==> src/hw/rtl/assert_macros.svh <==
// Assertion macros shared by the LED grid parser RTL.
// Each macro expects clk and rst_n to be visible where it is used.
`ifndef ASSERT_MACROS_SVH
`define ASSERT_MACROS_SVH

// Same-cycle implication, checked outside reset.
`define LGCP_ASSERT_IMP(lbl, ante, cons, msg) \
  lbl: assert property (@(posedge clk) disable iff (!rst_n) (ante) |-> (cons)) else $error(msg);

// Next-cycle implication, checked outside reset.
`define LGCP_ASSERT_NXT(lbl, ante, cons, msg) \
  lbl: assert property (@(posedge clk) disable iff (!rst_n) (ante) |=> (cons)) else $error(msg);

`endif

==> src/hw/rtl/lgcp_pkg.sv <==
// Shared types and constants of the LED grid command parser.
// No dependencies; the core, front end, queue and back end refer to it by scoped names.
`timescale 1ns / 1ps

package lgcp_pkg;

  localparam int CELLS_PER_WORD = 8;
  localparam int LEVEL_W        = 4;
  localparam int WORD_W         = CELLS_PER_WORD * LEVEL_W;

  localparam logic [3:0] BRIGHT_RESET = 4'hF;

  // Command opcodes (top nibble of a command byte).
  localparam logic [3:0] OP_LED_ON  = 4'd2;
  localparam logic [3:0] OP_LED_OFF = 4'd3;
  localparam logic [3:0] OP_COL     = 4'd4;
  localparam logic [3:0] OP_ROW     = 4'd5;
  localparam logic [3:0] OP_COL16   = 4'd6;
  localparam logic [3:0] OP_ROW16   = 4'd7;
  localparam logic [3:0] OP_FRAME   = 4'd8;
  localparam logic [3:0] OP_CLEAR   = 4'd9;
  localparam logic [3:0] OP_BRIGHT  = 4'd10;
  localparam logic [3:0] OP_MODE    = 4'd11;
  localparam logic [3:0] OP_PORT_A  = 4'd12;
  localparam logic [3:0] OP_PORT_B  = 4'd13;

  // Mode command arguments.
  localparam logic [3:0] MODE_NOP     = 4'd0;
  localparam logic [3:0] MODE_ALL_ON  = 4'd1;
  localparam logic [3:0] MODE_ALL_OFF = 4'd2;
  localparam logic [3:0] MODE_NATIVE  = 4'd3;
  localparam logic [3:0] MODE_GRID    = 4'd4;

  // Error codes reported with a result.
  localparam logic [1:0] ERR_NONE = 2'd0;
  localparam logic [1:0] ERR_CMD  = 2'd1;
  localparam logic [1:0] ERR_MODE = 2'd2;

  // Work the back end carries out for one request.
  typedef enum logic [2:0] {
    K_NONE = 3'd0,
    K_READ = 3'd1,
    K_CELL = 3'd2,
    K_ROWW = 3'd3,
    K_COLW = 3'd4,
    K_FILL = 3'd5
  } kind_t;

  // For K_ROWW a col of zero enables the whole word; any other value enables nothing.
  // For K_COLW row holds the first row of the walk.
  typedef struct packed {
    kind_t       kind;
    logic [3:0]  row;
    logic [3:0]  col;
    logic [7:0]  bits;
    logic [3:0]  lvl;
    logic [1:0]  err;
    logic        done;
    logic        boot;
  } job_t;

endpackage

==> src/hw/rtl/lgcp_if.sv <==
// Valid/ready channel interfaces for requests and results of the LED grid parser.
// Depends on nothing.
`timescale 1ns / 1ps

interface lgcp_in_if;
  logic       valid;
  logic       ready;
  logic       req_type;
  logic [7:0] rx_byte;
  logic [3:0] read_row;
  logic [2:0] read_col;

  modport source (output valid, req_type, rx_byte, read_row, read_col, input ready);
  modport sink (input valid, req_type, rx_byte, read_row, read_col, output ready);
endinterface

interface lgcp_out_if;
  logic       valid;
  logic       ready;
  logic [3:0] read_level;
  logic [1:0] error_code;
  logic       message_done;
  logic       boot_mode;

  modport source (output valid, read_level, error_code, message_done, boot_mode, input ready);
  modport sink (input valid, read_level, error_code, message_done, boot_mode, output ready);
endinterface

==> src/hw/rtl/led_grid_command_parser_core.sv <==
// LED grid command parser: request in, one result out per request.
// A read, single LED, row or frame byte touches at most one row word; a column byte walks
// eight row words, and clear or set-all walks all GRID_ROWS row words. The back end has
// one read-modify-write port on the row words and takes the next job only after the result
// of the last one has gone to the output register; the two-entry queue in front of it holds
// further requests meanwhile. Synchronous active-low reset clears
// all levels, sets brightness to 15 and boot mode to native.
`timescale 1ns / 1ps

module led_grid_command_parser_core #(
  parameter int GRID_ROWS = 10,
  parameter int GRID_COLS = 8
) (
  input  logic        clk,
  input  logic        rst_n,
  lgcp_in_if.sink     in_ch,
  lgcp_out_if.source  out_ch
);

  logic            push;
  logic            q_full;
  logic            pop;
  logic            head_valid;
  lgcp_pkg::job_t  push_job;
  lgcp_pkg::job_t  head_job;

  lgcp_front u_front (
    .clk    (clk),
    .rst_n  (rst_n),
    .in_ch  (in_ch),
    .q_full (q_full),
    .push   (push),
    .job    (push_job)
  );

  lgcp_fifo u_fifo (
    .clk        (clk),
    .rst_n      (rst_n),
    .push       (push),
    .push_job   (push_job),
    .full       (q_full),
    .pop        (pop),
    .head_valid (head_valid),
    .head_job   (head_job)
  );

  lgcp_back #(
    .GRID_ROWS (GRID_ROWS),
    .GRID_COLS (GRID_COLS)
  ) u_back (
    .clk       (clk),
    .rst_n     (rst_n),
    .job_valid (head_valid),
    .job_in    (head_job),
    .pop       (pop),
    .out_ch    (out_ch)
  );

endmodule

==> src/hw/rtl/lgcp_front.sv <==
// Front end: accepts requests, runs the protocol parser state and emits one job each.
// Depends on lgcp_pkg, lgcp_in_if and assert_macros.svh.
`timescale 1ns / 1ps
`include "assert_macros.svh"

module lgcp_front (
  input  logic            clk,
  input  logic            rst_n,
  lgcp_in_if.sink         in_ch,
  input  logic            q_full,
  output logic            push,
  output lgcp_pkg::job_t  job
);

  logic [3:0] pend_op_r, pend_op_nxt;
  logic [3:0] pend_arg_r, pend_arg_nxt;
  logic [3:0] bytes_left_r, bytes_left_nxt;
  logic [2:0] byte_idx_r, byte_idx_nxt;
  logic [3:0] bright_r, bright_nxt;
  logic       saved_mode_r, saved_mode_nxt;
  logic [3:0] op;
  logic [3:0] arg;

  assign in_ch.ready = !q_full;
  assign push        = in_ch.valid && in_ch.ready;
  assign op          = in_ch.rx_byte[7:4];
  assign arg         = in_ch.rx_byte[3:0];

  always_comb begin
    pend_op_nxt    = pend_op_r;
    pend_arg_nxt   = pend_arg_r;
    bytes_left_nxt = bytes_left_r;
    byte_idx_nxt   = byte_idx_r;
    bright_nxt     = bright_r;
    saved_mode_nxt = saved_mode_r;
    job.kind = lgcp_pkg::K_NONE;
    job.row  = '0;
    job.col  = '0;
    job.bits = '0;
    job.lvl  = bright_r;
    job.err  = lgcp_pkg::ERR_NONE;
    job.done = 1'b0;

    if (in_ch.req_type) begin
      job.kind = lgcp_pkg::K_READ;
      job.row  = in_ch.read_row;
      job.col  = {1'b0, in_ch.read_col};
    end else if (bytes_left_r == 4'd0) begin
      // Command byte.
      pend_op_nxt  = op;
      pend_arg_nxt = arg;
      byte_idx_nxt = '0;
      case (op)
        lgcp_pkg::OP_LED_ON, lgcp_pkg::OP_LED_OFF,
        lgcp_pkg::OP_COL, lgcp_pkg::OP_ROW: begin
          bytes_left_nxt = 4'd1;
        end
        lgcp_pkg::OP_COL16, lgcp_pkg::OP_ROW16: begin
          bytes_left_nxt = 4'd2;
        end
        lgcp_pkg::OP_FRAME: begin
          bytes_left_nxt = 4'd8;
        end
        lgcp_pkg::OP_CLEAR: begin
          job.kind = lgcp_pkg::K_FILL;
          job.bits = (arg != 4'd0) ? 8'hFF : 8'h00;
          job.done = 1'b1;
        end
        lgcp_pkg::OP_BRIGHT: begin
          bright_nxt = arg;
          job.done   = 1'b1;
        end
        lgcp_pkg::OP_MODE: begin
          job.done = 1'b1;
          case (arg)
            lgcp_pkg::MODE_NOP: begin
            end
            lgcp_pkg::MODE_ALL_ON: begin
              job.kind = lgcp_pkg::K_FILL;
              job.bits = 8'hFF;
            end
            lgcp_pkg::MODE_ALL_OFF: begin
              job.kind = lgcp_pkg::K_FILL;
            end
            lgcp_pkg::MODE_NATIVE: begin
              saved_mode_nxt = 1'b1;
            end
            lgcp_pkg::MODE_GRID: begin
              saved_mode_nxt = 1'b0;
            end
            default: begin
              job.err = lgcp_pkg::ERR_MODE;
            end
          endcase
        end
        lgcp_pkg::OP_PORT_A, lgcp_pkg::OP_PORT_B: begin
          job.done = 1'b1;
        end
        default: begin
          job.err  = lgcp_pkg::ERR_CMD;
          job.done = 1'b1;
        end
      endcase
      if (job.done) begin
        pend_op_nxt = '0;
      end
    end else begin
      // Argument byte of a pending command.
      bytes_left_nxt = bytes_left_r - 4'd1;
      byte_idx_nxt   = byte_idx_r + 3'd1;
      job.bits       = in_ch.rx_byte;
      case (pend_op_r)
        lgcp_pkg::OP_LED_ON, lgcp_pkg::OP_LED_OFF: begin
          job.kind = lgcp_pkg::K_CELL;
          job.row  = in_ch.rx_byte[7:4];
          job.col  = in_ch.rx_byte[3:0];
          job.bits = (pend_op_r == lgcp_pkg::OP_LED_ON) ? 8'hFF : 8'h00;
        end
        lgcp_pkg::OP_COL: begin
          job.kind = lgcp_pkg::K_COLW;
          job.col  = pend_arg_r;
        end
        lgcp_pkg::OP_ROW: begin
          job.kind = lgcp_pkg::K_ROWW;
          job.row  = pend_arg_r;
        end
        lgcp_pkg::OP_COL16: begin
          job.kind = lgcp_pkg::K_COLW;
          job.col  = pend_arg_r;
          job.row  = (byte_idx_r == 3'd0) ? 4'd0 : 4'd8;
        end
        lgcp_pkg::OP_ROW16: begin
          job.kind = lgcp_pkg::K_ROWW;
          job.row  = pend_arg_r;
          job.col  = (byte_idx_r == 3'd0) ? 4'd0 : 4'd8;
        end
        lgcp_pkg::OP_FRAME: begin
          // Quadrant row: lower half when the argument is above one.
          job.kind = lgcp_pkg::K_ROWW;
          job.row  = {(pend_arg_r > 4'd1), byte_idx_r};
          job.col  = pend_arg_r[0] ? 4'd8 : 4'd0;
        end
        default: begin
          job.kind = lgcp_pkg::K_NONE;
        end
      endcase
      if (bytes_left_nxt == 4'd0) begin
        job.done    = 1'b1;
        pend_op_nxt = '0;
      end
    end
    job.boot = saved_mode_nxt;
  end

  always_ff @(posedge clk) begin
    if (!rst_n) begin
      pend_op_r    <= '0;
      pend_arg_r   <= '0;
      bytes_left_r <= '0;
      byte_idx_r   <= '0;
      bright_r     <= lgcp_pkg::BRIGHT_RESET;
      saved_mode_r <= 1'b1;
    end else if (push) begin
      pend_op_r    <= pend_op_nxt;
      pend_arg_r   <= pend_arg_nxt;
      bytes_left_r <= bytes_left_nxt;
      byte_idx_r   <= byte_idx_nxt;
      bright_r     <= bright_nxt;
      saved_mode_r <= saved_mode_nxt;
    end
  end

  `LGCP_ASSERT_IMP(a_left_bound, 1'b1, bytes_left_r <= 4'd8, "argument count above eight")
  `LGCP_ASSERT_NXT(a_arg_count, push && !in_ch.req_type && (bytes_left_r != 4'd0), bytes_left_r == ($past(bytes_left_r) - 4'd1), "argument byte did not decrement count")

endmodule

==> src/hw/rtl/lgcp_fifo.sv <==
// Two-entry job queue between the parser front end and the grid back end.
// Depends on lgcp_pkg and assert_macros.svh.
`timescale 1ns / 1ps
`include "assert_macros.svh"

module lgcp_fifo (
  input  logic            clk,
  input  logic            rst_n,
  input  logic            push,
  input  lgcp_pkg::job_t  push_job,
  output logic            full,
  input  logic            pop,
  output logic            head_valid,
  output lgcp_pkg::job_t  head_job
);

  localparam int DEPTH = 2;
  localparam int PTR_W = $clog2(DEPTH);
  localparam int CNT_W = $clog2(DEPTH + 1);

  lgcp_pkg::job_t     slot_r [DEPTH];
  logic [PTR_W-1:0]   wr_ptr_r;
  logic [PTR_W-1:0]   rd_ptr_r;
  logic [CNT_W-1:0]   cnt_r;

  assign full       = (cnt_r == CNT_W'(DEPTH));
  assign head_valid = (cnt_r != '0);
  assign head_job   = slot_r[rd_ptr_r];

  always_ff @(posedge clk) begin
    if (push) begin
      slot_r[wr_ptr_r] <= push_job;
    end
  end

  always_ff @(posedge clk) begin
    if (!rst_n) begin
      wr_ptr_r <= '0;
      rd_ptr_r <= '0;
      cnt_r    <= '0;
    end else begin
      if (push) begin
        wr_ptr_r <= wr_ptr_r + 1'b1;
      end
      if (pop) begin
        rd_ptr_r <= rd_ptr_r + 1'b1;
      end
      if (push && !pop) begin
        cnt_r <= cnt_r + 1'b1;
      end else if (pop && !push) begin
        cnt_r <= cnt_r - 1'b1;
      end
    end
  end

  `LGCP_ASSERT_IMP(a_no_pop_empty, pop, head_valid, "job popped from empty queue")
  `LGCP_ASSERT_IMP(a_no_push_full, push, !full, "job pushed into full queue")

endmodule

==> src/hw/rtl/lgcp_back.sv <==
// Back end: carries out jobs on the LED level store, one row word per cycle,
// and holds the result register. Depends on lgcp_pkg, lgcp_out_if, assert_macros.svh.
`timescale 1ns / 1ps
`include "assert_macros.svh"

module lgcp_back #(
  parameter int GRID_ROWS = 10,
  parameter int GRID_COLS = 8
) (
  input  logic            clk,
  input  logic            rst_n,
  input  logic            job_valid,
  input  lgcp_pkg::job_t  job_in,
  output logic            pop,
  lgcp_out_if.source      out_ch
);

  localparam int ROW_AW = (GRID_ROWS > 1) ? $clog2(GRID_ROWS) : 1;
  localparam int WORD_W = lgcp_pkg::WORD_W;
  localparam int LVL_W  = lgcp_pkg::LEVEL_W;
  localparam int CPW    = lgcp_pkg::CELLS_PER_WORD;

  typedef enum logic [2:0] {
    B_IDLE = 3'b001,
    B_RUN  = 3'b010,
    B_HOLD = 3'b100
  } bstate_t;

  typedef struct packed {
    logic [3:0] level;
    logic [1:0] err;
    logic       done;
    logic       boot;
  } res_t;

  bstate_t              state_r, state_nxt;
  lgcp_pkg::job_t       job_r;
  logic [3:0]           step_r;
  logic [WORD_W-1:0]    led_r [GRID_ROWS];
  res_t                 res_r;
  res_t                 res;
  logic                 out_valid_r;
  res_t                 out_r;
  logic [3:0]           cur_row;
  logic                 last_step;
  logic                 row_ok;
  logic [WORD_W-1:0]    old_word;
  logic [WORD_W-1:0]    new_word;
  logic                 wr_en;
  logic                 out_free;
  logic [WORD_W-1:0]    shifted;

  assign out_free         = !out_valid_r || out_ch.ready;
  assign pop              = (state_r == B_IDLE) && job_valid;
  assign out_ch.valid        = out_valid_r;
  assign out_ch.read_level   = out_r.level;
  assign out_ch.error_code   = out_r.err;
  assign out_ch.message_done = out_r.done;
  assign out_ch.boot_mode    = out_r.boot;

  // Row word addressed in this step and whether it is the last one.
  always_comb begin
    cur_row   = job_r.row;
    last_step = 1'b1;
    case (job_r.kind)
      lgcp_pkg::K_COLW: begin
        cur_row   = job_r.row + {1'b0, step_r[2:0]};
        last_step = (step_r == 4'd7);
      end
      lgcp_pkg::K_FILL: begin
        cur_row   = step_r;
        last_step = (step_r == 4'(GRID_ROWS - 1));
      end
      default: begin
      end
    endcase
    row_ok   = ({1'b0, cur_row} < 5'(GRID_ROWS));
    old_word = row_ok ? led_r[cur_row[ROW_AW-1:0]] : '0;
  end

  // Read-modify-write of one row word.
  always_comb begin
    logic en;
    logic on;
    new_word = old_word;
    for (int c = 0; c < CPW; c++) begin
      case (job_r.kind)
        lgcp_pkg::K_CELL: begin
          en = (job_r.col == 4'(c));
          on = job_r.bits[0];
        end
        lgcp_pkg::K_ROWW: begin
          en = (job_r.col == 4'd0);
          on = job_r.bits[c];
        end
        lgcp_pkg::K_COLW: begin
          en = (job_r.col == 4'(c));
          on = job_r.bits[step_r[2:0]];
        end
        lgcp_pkg::K_FILL: begin
          en = 1'b1;
          on = job_r.bits[0];
        end
        default: begin
          en = 1'b0;
          on = 1'b0;
        end
      endcase
      if (en && (c < GRID_COLS)) begin
        new_word[c*LVL_W +: LVL_W] = on ? job_r.lvl : '0;
      end
    end
  end

  always_comb begin
    wr_en = (state_r == B_RUN) && row_ok &&
            ((job_r.kind == lgcp_pkg::K_CELL) || (job_r.kind == lgcp_pkg::K_ROWW) ||
             (job_r.kind == lgcp_pkg::K_COLW) || (job_r.kind == lgcp_pkg::K_FILL));
    shifted   = old_word >> {job_r.col[2:0], 2'b00};
    res.level = '0;
    if ((job_r.kind == lgcp_pkg::K_READ) && row_ok && ({1'b0, job_r.col} < 5'(GRID_COLS))) begin
      res.level = shifted[LVL_W-1:0];
    end
    res.err  = job_r.err;
    res.done = job_r.done;
    res.boot = job_r.boot;
  end

  always_comb begin
    state_nxt = state_r;
    case (state_r)
      B_IDLE: begin
        if (job_valid) begin
          state_nxt = B_RUN;
        end
      end
      B_RUN: begin
        if (last_step) begin
          state_nxt = out_free ? B_IDLE : B_HOLD;
        end
      end
      B_HOLD: begin
        if (out_free) begin
          state_nxt = B_IDLE;
        end
      end
      default: begin
        state_nxt = B_IDLE;
      end
    endcase
  end

  always_ff @(posedge clk) begin
    if (pop) begin
      job_r <= job_in;
    end
    if ((state_r == B_RUN) && last_step && !out_free) begin
      res_r <= res;
    end
    if ((state_r == B_RUN) && last_step && out_free) begin
      out_r <= res;
    end else if ((state_r == B_HOLD) && out_free) begin
      out_r <= res_r;
    end
  end

  always_ff @(posedge clk) begin
    if (!rst_n) begin
      state_r     <= B_IDLE;
      step_r      <= '0;
      out_valid_r <= 1'b0;
      for (int r = 0; r < GRID_ROWS; r++) begin
        led_r[r] <= '0;
      end
    end else begin
      state_r <= state_nxt;
      if (pop) begin
        step_r <= '0;
      end else if ((state_r == B_RUN) && !last_step) begin
        step_r <= step_r + 4'd1;
      end
      if (wr_en) begin
        led_r[cur_row[ROW_AW-1:0]] <= new_word;
      end
      if (((state_r == B_RUN) && last_step && out_free) ||
          ((state_r == B_HOLD) && out_free)) begin
        out_valid_r <= 1'b1;
      end else if (out_ch.ready) begin
        out_valid_r <= 1'b0;
      end
    end
  end

  `LGCP_ASSERT_IMP(a_fill_bound, (state_r == B_RUN) && (job_r.kind == lgcp_pkg::K_FILL), {1'b0, step_r} < 5'(GRID_ROWS), "fill walk ran past last row")

endmodule
==> src/flat_wrapper.sv <==
// flat-port wrapper written by rule: the top's interface ports become plain ports
module led_grid_command_parser_core_flat 
#(
  parameter int GRID_ROWS = 10,
  parameter int GRID_COLS = 8
)
  (clk, rst_n, in_ch_valid, in_ch_req_type, in_ch_rx_byte, in_ch_read_row, in_ch_read_col, in_ch_ready, out_ch_valid, out_ch_read_level, out_ch_error_code, out_ch_message_done, out_ch_boot_mode, out_ch_ready);
  lgcp_in_if in_ch_i ();
  lgcp_out_if out_ch_i ();
  input  logic clk;
  input  logic rst_n;
  input wire logic [$bits(in_ch_i.valid)-1:0] in_ch_valid;
  input wire logic [$bits(in_ch_i.req_type)-1:0] in_ch_req_type;
  input wire logic [$bits(in_ch_i.rx_byte)-1:0] in_ch_rx_byte;
  input wire logic [$bits(in_ch_i.read_row)-1:0] in_ch_read_row;
  input wire logic [$bits(in_ch_i.read_col)-1:0] in_ch_read_col;
  output wire logic [$bits(in_ch_i.ready)-1:0] in_ch_ready;
  output wire logic [$bits(out_ch_i.valid)-1:0] out_ch_valid;
  output wire logic [$bits(out_ch_i.read_level)-1:0] out_ch_read_level;
  output wire logic [$bits(out_ch_i.error_code)-1:0] out_ch_error_code;
  output wire logic [$bits(out_ch_i.message_done)-1:0] out_ch_message_done;
  output wire logic [$bits(out_ch_i.boot_mode)-1:0] out_ch_boot_mode;
  input wire logic [$bits(out_ch_i.ready)-1:0] out_ch_ready;
  assign in_ch_i.valid = in_ch_valid;
  assign in_ch_i.req_type = in_ch_req_type;
  assign in_ch_i.rx_byte = in_ch_rx_byte;
  assign in_ch_i.read_row = in_ch_read_row;
  assign in_ch_i.read_col = in_ch_read_col;
  assign in_ch_ready = in_ch_i.ready;
  assign out_ch_valid = out_ch_i.valid;
  assign out_ch_read_level = out_ch_i.read_level;
  assign out_ch_error_code = out_ch_i.error_code;
  assign out_ch_message_done = out_ch_i.message_done;
  assign out_ch_boot_mode = out_ch_i.boot_mode;
  assign out_ch_i.ready = out_ch_ready;
  led_grid_command_parser_core #(.GRID_ROWS(GRID_ROWS), .GRID_COLS(GRID_COLS)) u_core (.clk(clk), .rst_n(rst_n), .in_ch(in_ch_i), .out_ch(out_ch_i));
endmodule
==> config.mk <==
export PLATFORM = sky130hd
export DESIGN_NAME = led_grid_command_parser_core_flat
export DESIGN_NICKNAME = d
export VERILOG_FILES = /design/src/hw/rtl/lgcp_pkg.sv /design/src/hw/rtl/lgcp_if.sv /design/src/hw/rtl/led_grid_command_parser_core.sv /design/src/hw/rtl/lgcp_front.sv /design/src/hw/rtl/lgcp_fifo.sv /design/src/hw/rtl/lgcp_back.sv /design/src/flat_wrapper.sv
export VERILOG_INCLUDE_DIRS = /design/src /design/src/hw/rtl
export SDC_FILE = /design/constraint.sdc
export NUM_CORES = 1
export LEC_CHECK = 0
export BUFFER_PORTS_ARGS = -buffer_cell sky130_fd_sc_hd__buf_4
export CAP_MARGIN = 20
export CELL_PAD_IN_SITES_DETAIL_PLACEMENT = 1
export CELL_PAD_IN_SITES_GLOBAL_PLACEMENT = 2
export CORE_MARGIN = 4
export CORE_UTILIZATION = 46
export CTS_BUF_LIST = sky130_fd_sc_hd__clkbuf_4 sky130_fd_sc_hd__clkbuf_8 sky130_fd_sc_hd__clkbuf_16
export DETAILED_ROUTE_END_ITERATION = 8
export PLACE_DENSITY = 0.85
export SLEW_MARGIN = 5
export SYNTH_ARGS = -nofsm -noshare
export SYNTH_HDL_FRONTEND = slang
export SYNTH_SLANG_ARGS = --single-unit
==> constraint.sdc <==
create_clock -name clk -period 15.2 [get_ports clk]
set_input_delay 0.76 -clock clk [delete_from_list [all_inputs] [get_ports clk]]
set_output_delay 0.76 -clock clk [all_outputs]
set_load 0.005 [all_outputs]
==> qor.yml <==
syn_area_per_cell_um2: 11.7
ys_types: 77
tightest_slew_ps: 1140
cts.htree.levels: 2
ys.flop_type: "edfxtp_1"
firstDrtPassIters: 6
place.port_buffers: 29
cts_root_buf: "clkbuf_16"
grt_max_degree: 84
ys_async_sr_fraction_pct: 0
seqPwrFrac_pct: 37.1
r2r_cells: 11
setup_slack_ps: 9640
yosysTopAreaCell: "edfxtp_1"
clockBufferDepth: 3
cts.sinks: 449
crit_arrival_ps: 5780
rows: 77
worstHoldPathType: "reg2reg"
via_per_inst: 5.96
ys_seq_elements: 449
wl_mm: 61.7
die_x_um: 221
place.gp.congestion: 0.869
drive_above_1_share_pct: 13.8
synth_edf_count: 417
dp.cells: 2319
holdPathStages: 0
max-vdd-ir-drop_mv: 0.116
num_vias: 14300
pwr_density_cell_nw_per_um2: 179
clkLatencyLatePin_ps: 590
crit_fanout: 66
detail-route-antenna-nets: 0
drv_slew: 0
grtUsageTotal_pct: 24.8
initial_core_util_pct: 46.9
drv_cap: 0
place_ws_ps: 9550
synth_most_common_cell: "edfxtp_1"
syn_area_um2: 20900
syn_inst: 1781
setup_viol: 0
tns_ps: 0
first_global_vias: 15100
fin_skew_ps: 19.5
min_period_ps: 5560
ios: 30
grt_setup_unrepaired: "no"
r2r-start: "u_core.u_back.step_r[0]$_SDFFE_PP0P_"
cts_tree: "built"
cts_hold_buf: 0
grt_overflow: 0
antenna_found_initial: 1
relSlewSlack_pct: 23.0
yosys-top-cells-count: "edfxtp_1, nor2_1, nand2_1"
cp-end-kind: "flip-flop"
yosys_warnings: 0
seq_area_frac_synth_pct: 63.0
clkPwrFrac_pct: 27.6
dr.first_iter.drc_count: 1259
grt_pass1_wl_mm: 93.0
fin_cells: 2406
power_switching_mw: 1.54
area_growth_pct: 11.1
yosysTopAreaCellShare_pct: 59.9
power.leakage_nw: 8.25
hpwl_mm: 39.3
worstSetupPathType: "reg2reg"
drc: 0
min_from: "u_core.u_back.job_r[0]$_DFFE_PP_"
r2r_slack_ps: 9640
final_nets: 1811
reg2reg_to: "u_core.u_back.led_r[4][28]$_SDFFCE_PN0P_"
core_area_um2: 44600
start_kind: "flip-flop"
cts_resized: 0
cts_buffers: 48
worstHoldEndpoint: "u_core.u_back.res_r[0]$_DFFE_PP_"
fin_crit_sh_pct: 36.6
pwr-share-comb_pct: 35.3
worst_ep_required_time_ps: 15410
die_h_um: 221
switching_share_pct: 37.1
power.internal_mw: 2.61
max_freq_mhz: 180
detail_route.wl_per_cell_um: 25.6
dieArea_um2: 48900
syn-num-nets: 1814
cts.clk_slew.worst_paths_ps: 60
synth_area_leaders: "edfxtp_1, nor2_1, nand2_1"
final_hold_viol_count: 0
status: "complete, no violations"
cts_setup_buffers: 0
[sequential cells by signal (all words and copies together) (netlist names), 3 cells and up]
register	flops
u_core.u_back.res_r	8
u_core.u_fifo.slot_r	54
u_core.u_back.out_ch.read_level	4
u_core.u_back.state_r	3
u_core.u_front.byte_idx_r	3
u_core.u_front.bright_r	4
u_core.u_back.job_r	27
u_core.u_front.pend_arg_r	4
u_core.u_front.pend_op_r	4
u_core.u_back.led_r	320
u_core.u_front.bytes_left_r	4
u_core.u_back.step_r	4
[layer usage]
| layer | share of wire (%) | wire length, µm | track usage, % | vias up |
|---|---|---|---|---|
| met4 | 2.9 | 1810 | 8.03 | 0 |
| met2 | 50 | 30800 | 42.5 | 486 |
| met5 | 0 | 0 | 0 | - |
| met3 | 6.8 | 4170 | 5.34 | 112 |
| li1 | - | - | - | 6408 |
| met1 | 40 | 24900 | 31.8 | 7325 |
[metrics by stage]
stage / util (%) / power, mW / hold WS (ps) / instance area [µm²]
global placement: 48.5 / 2.98 / 435 / 21600
CTS: 52.0 / 4.16 / 437 / 23200
floorplan: - / 2.54 / 420 / 20900
global route: 52.1 / 4.34 / 467 / 23200
finish: 52.1 / 4.15 / 462 / 23200
detailed placement: 48.6 / 3.01 / 448 / 21700
[worst max path at each step]
stage | startpoint | end | slack, ps
finish | u_core.u_back.step_r[0]$_SDFFE_PP0P_ | u_core.u_back.led_r[4][28]$_SDFFCE_PN0P_ | 9640
global route | u_core.u_back.step_r[0]$_SDFFE_PP0P_ | u_core.u_back.led_r[4][24]$_SDFFCE_PN0P_ | 9200
CTS | u_core.u_back.step_r[0]$_SDFFE_PP0P_ | u_core.u_back.led_r[4][12]$_SDFFCE_PN0P_ | 9530
detailed placement | u_core.u_back.step_r[0]$_SDFFE_PP0P_ | u_core.u_back.led_r[4][12]$_SDFFCE_PN0P_ | 9550
global placement | u_core.u_back.step_r[0]$_SDFFE_PP0P_ | u_core.u_back.led_r[4][27]$_SDFFCE_PN0P_ | 9820
floorplan | u_core.u_back.job_r[20]$_DFFE_PP_ | u_core.u_back.led_r[1][0]$_SDFFCE_PN0P_ | 10070
[cell usage in the layout (no fill, tap or decap), types with 9 or more instances in the layout]
cell type    n
nor2_1     347
a31oi_1     13
mux2_2      36
a22o_1       9
and3_1      11
clkbuf_16   50
o21ai_0     37
nor3_1      24
a21o_1      10
dfxtp_1     32
clkinv_2     9
buf_4       57
mux2i_1     70
a21boi_0    12
clkbuf_4     9
edfxtp_1   417
o21ai_2      9
inv_1       51
nand2_1    219
a21oi_1     46
a22oi_1      9
nor2b_1     12
mux4_2      26
nand3_1     94
nand2b_1    14
ha_1        12
[critical path: stages, from the launching register on]
cell	delay, ps
dfxtp_1	530
ha_1	270
fa_1	440
a211oi_1	510
nor2_4	70
buf_4	410
nor2_1	350
nor2_1	110
or2_1	370
nor2_1	350
nand3_2	710
nand2_2	1040
[kinds of logic after synthesis]
kind of cell    after synthesis  share of synthesized area, %
buf+inv                     165                          3.73
compound gates              222                          7.41
simple gates                783                          16.0
mux                         138                          8.68
fa+ha+maj                    13                         0.814
xor+xnor                     11                         0.461
flops                       449                          63.0
[power groups by stage]
stage / Combinational [mW] / Clock [mW] / Sequential (mW)
after CTS: 1.45 / 1.17 / 1.54
final: 1.47 / 1.15 / 1.54
after floorplan: 1.02 / 0 / 1.53
after detailed placement: 1.44 / 0 / 1.57
after global placement: 1.42 / 0 / 1.56
after global routing: 1.57 / 1.22 / 1.55
[layout make-up]
type,count,area (µm²)
Antenna cell,1,2.50
Clock buffer,61,1350
Clock inverter,24,191
Fill cell,4615,21400
Inverter,52,195
Multi-Input combinational cell,1167,7090
Sequential cell,449,13200
Tap cell,592,741
Timing Repair Buffer,60,495
No activity file was read; power rests on OpenSTA's default activity.
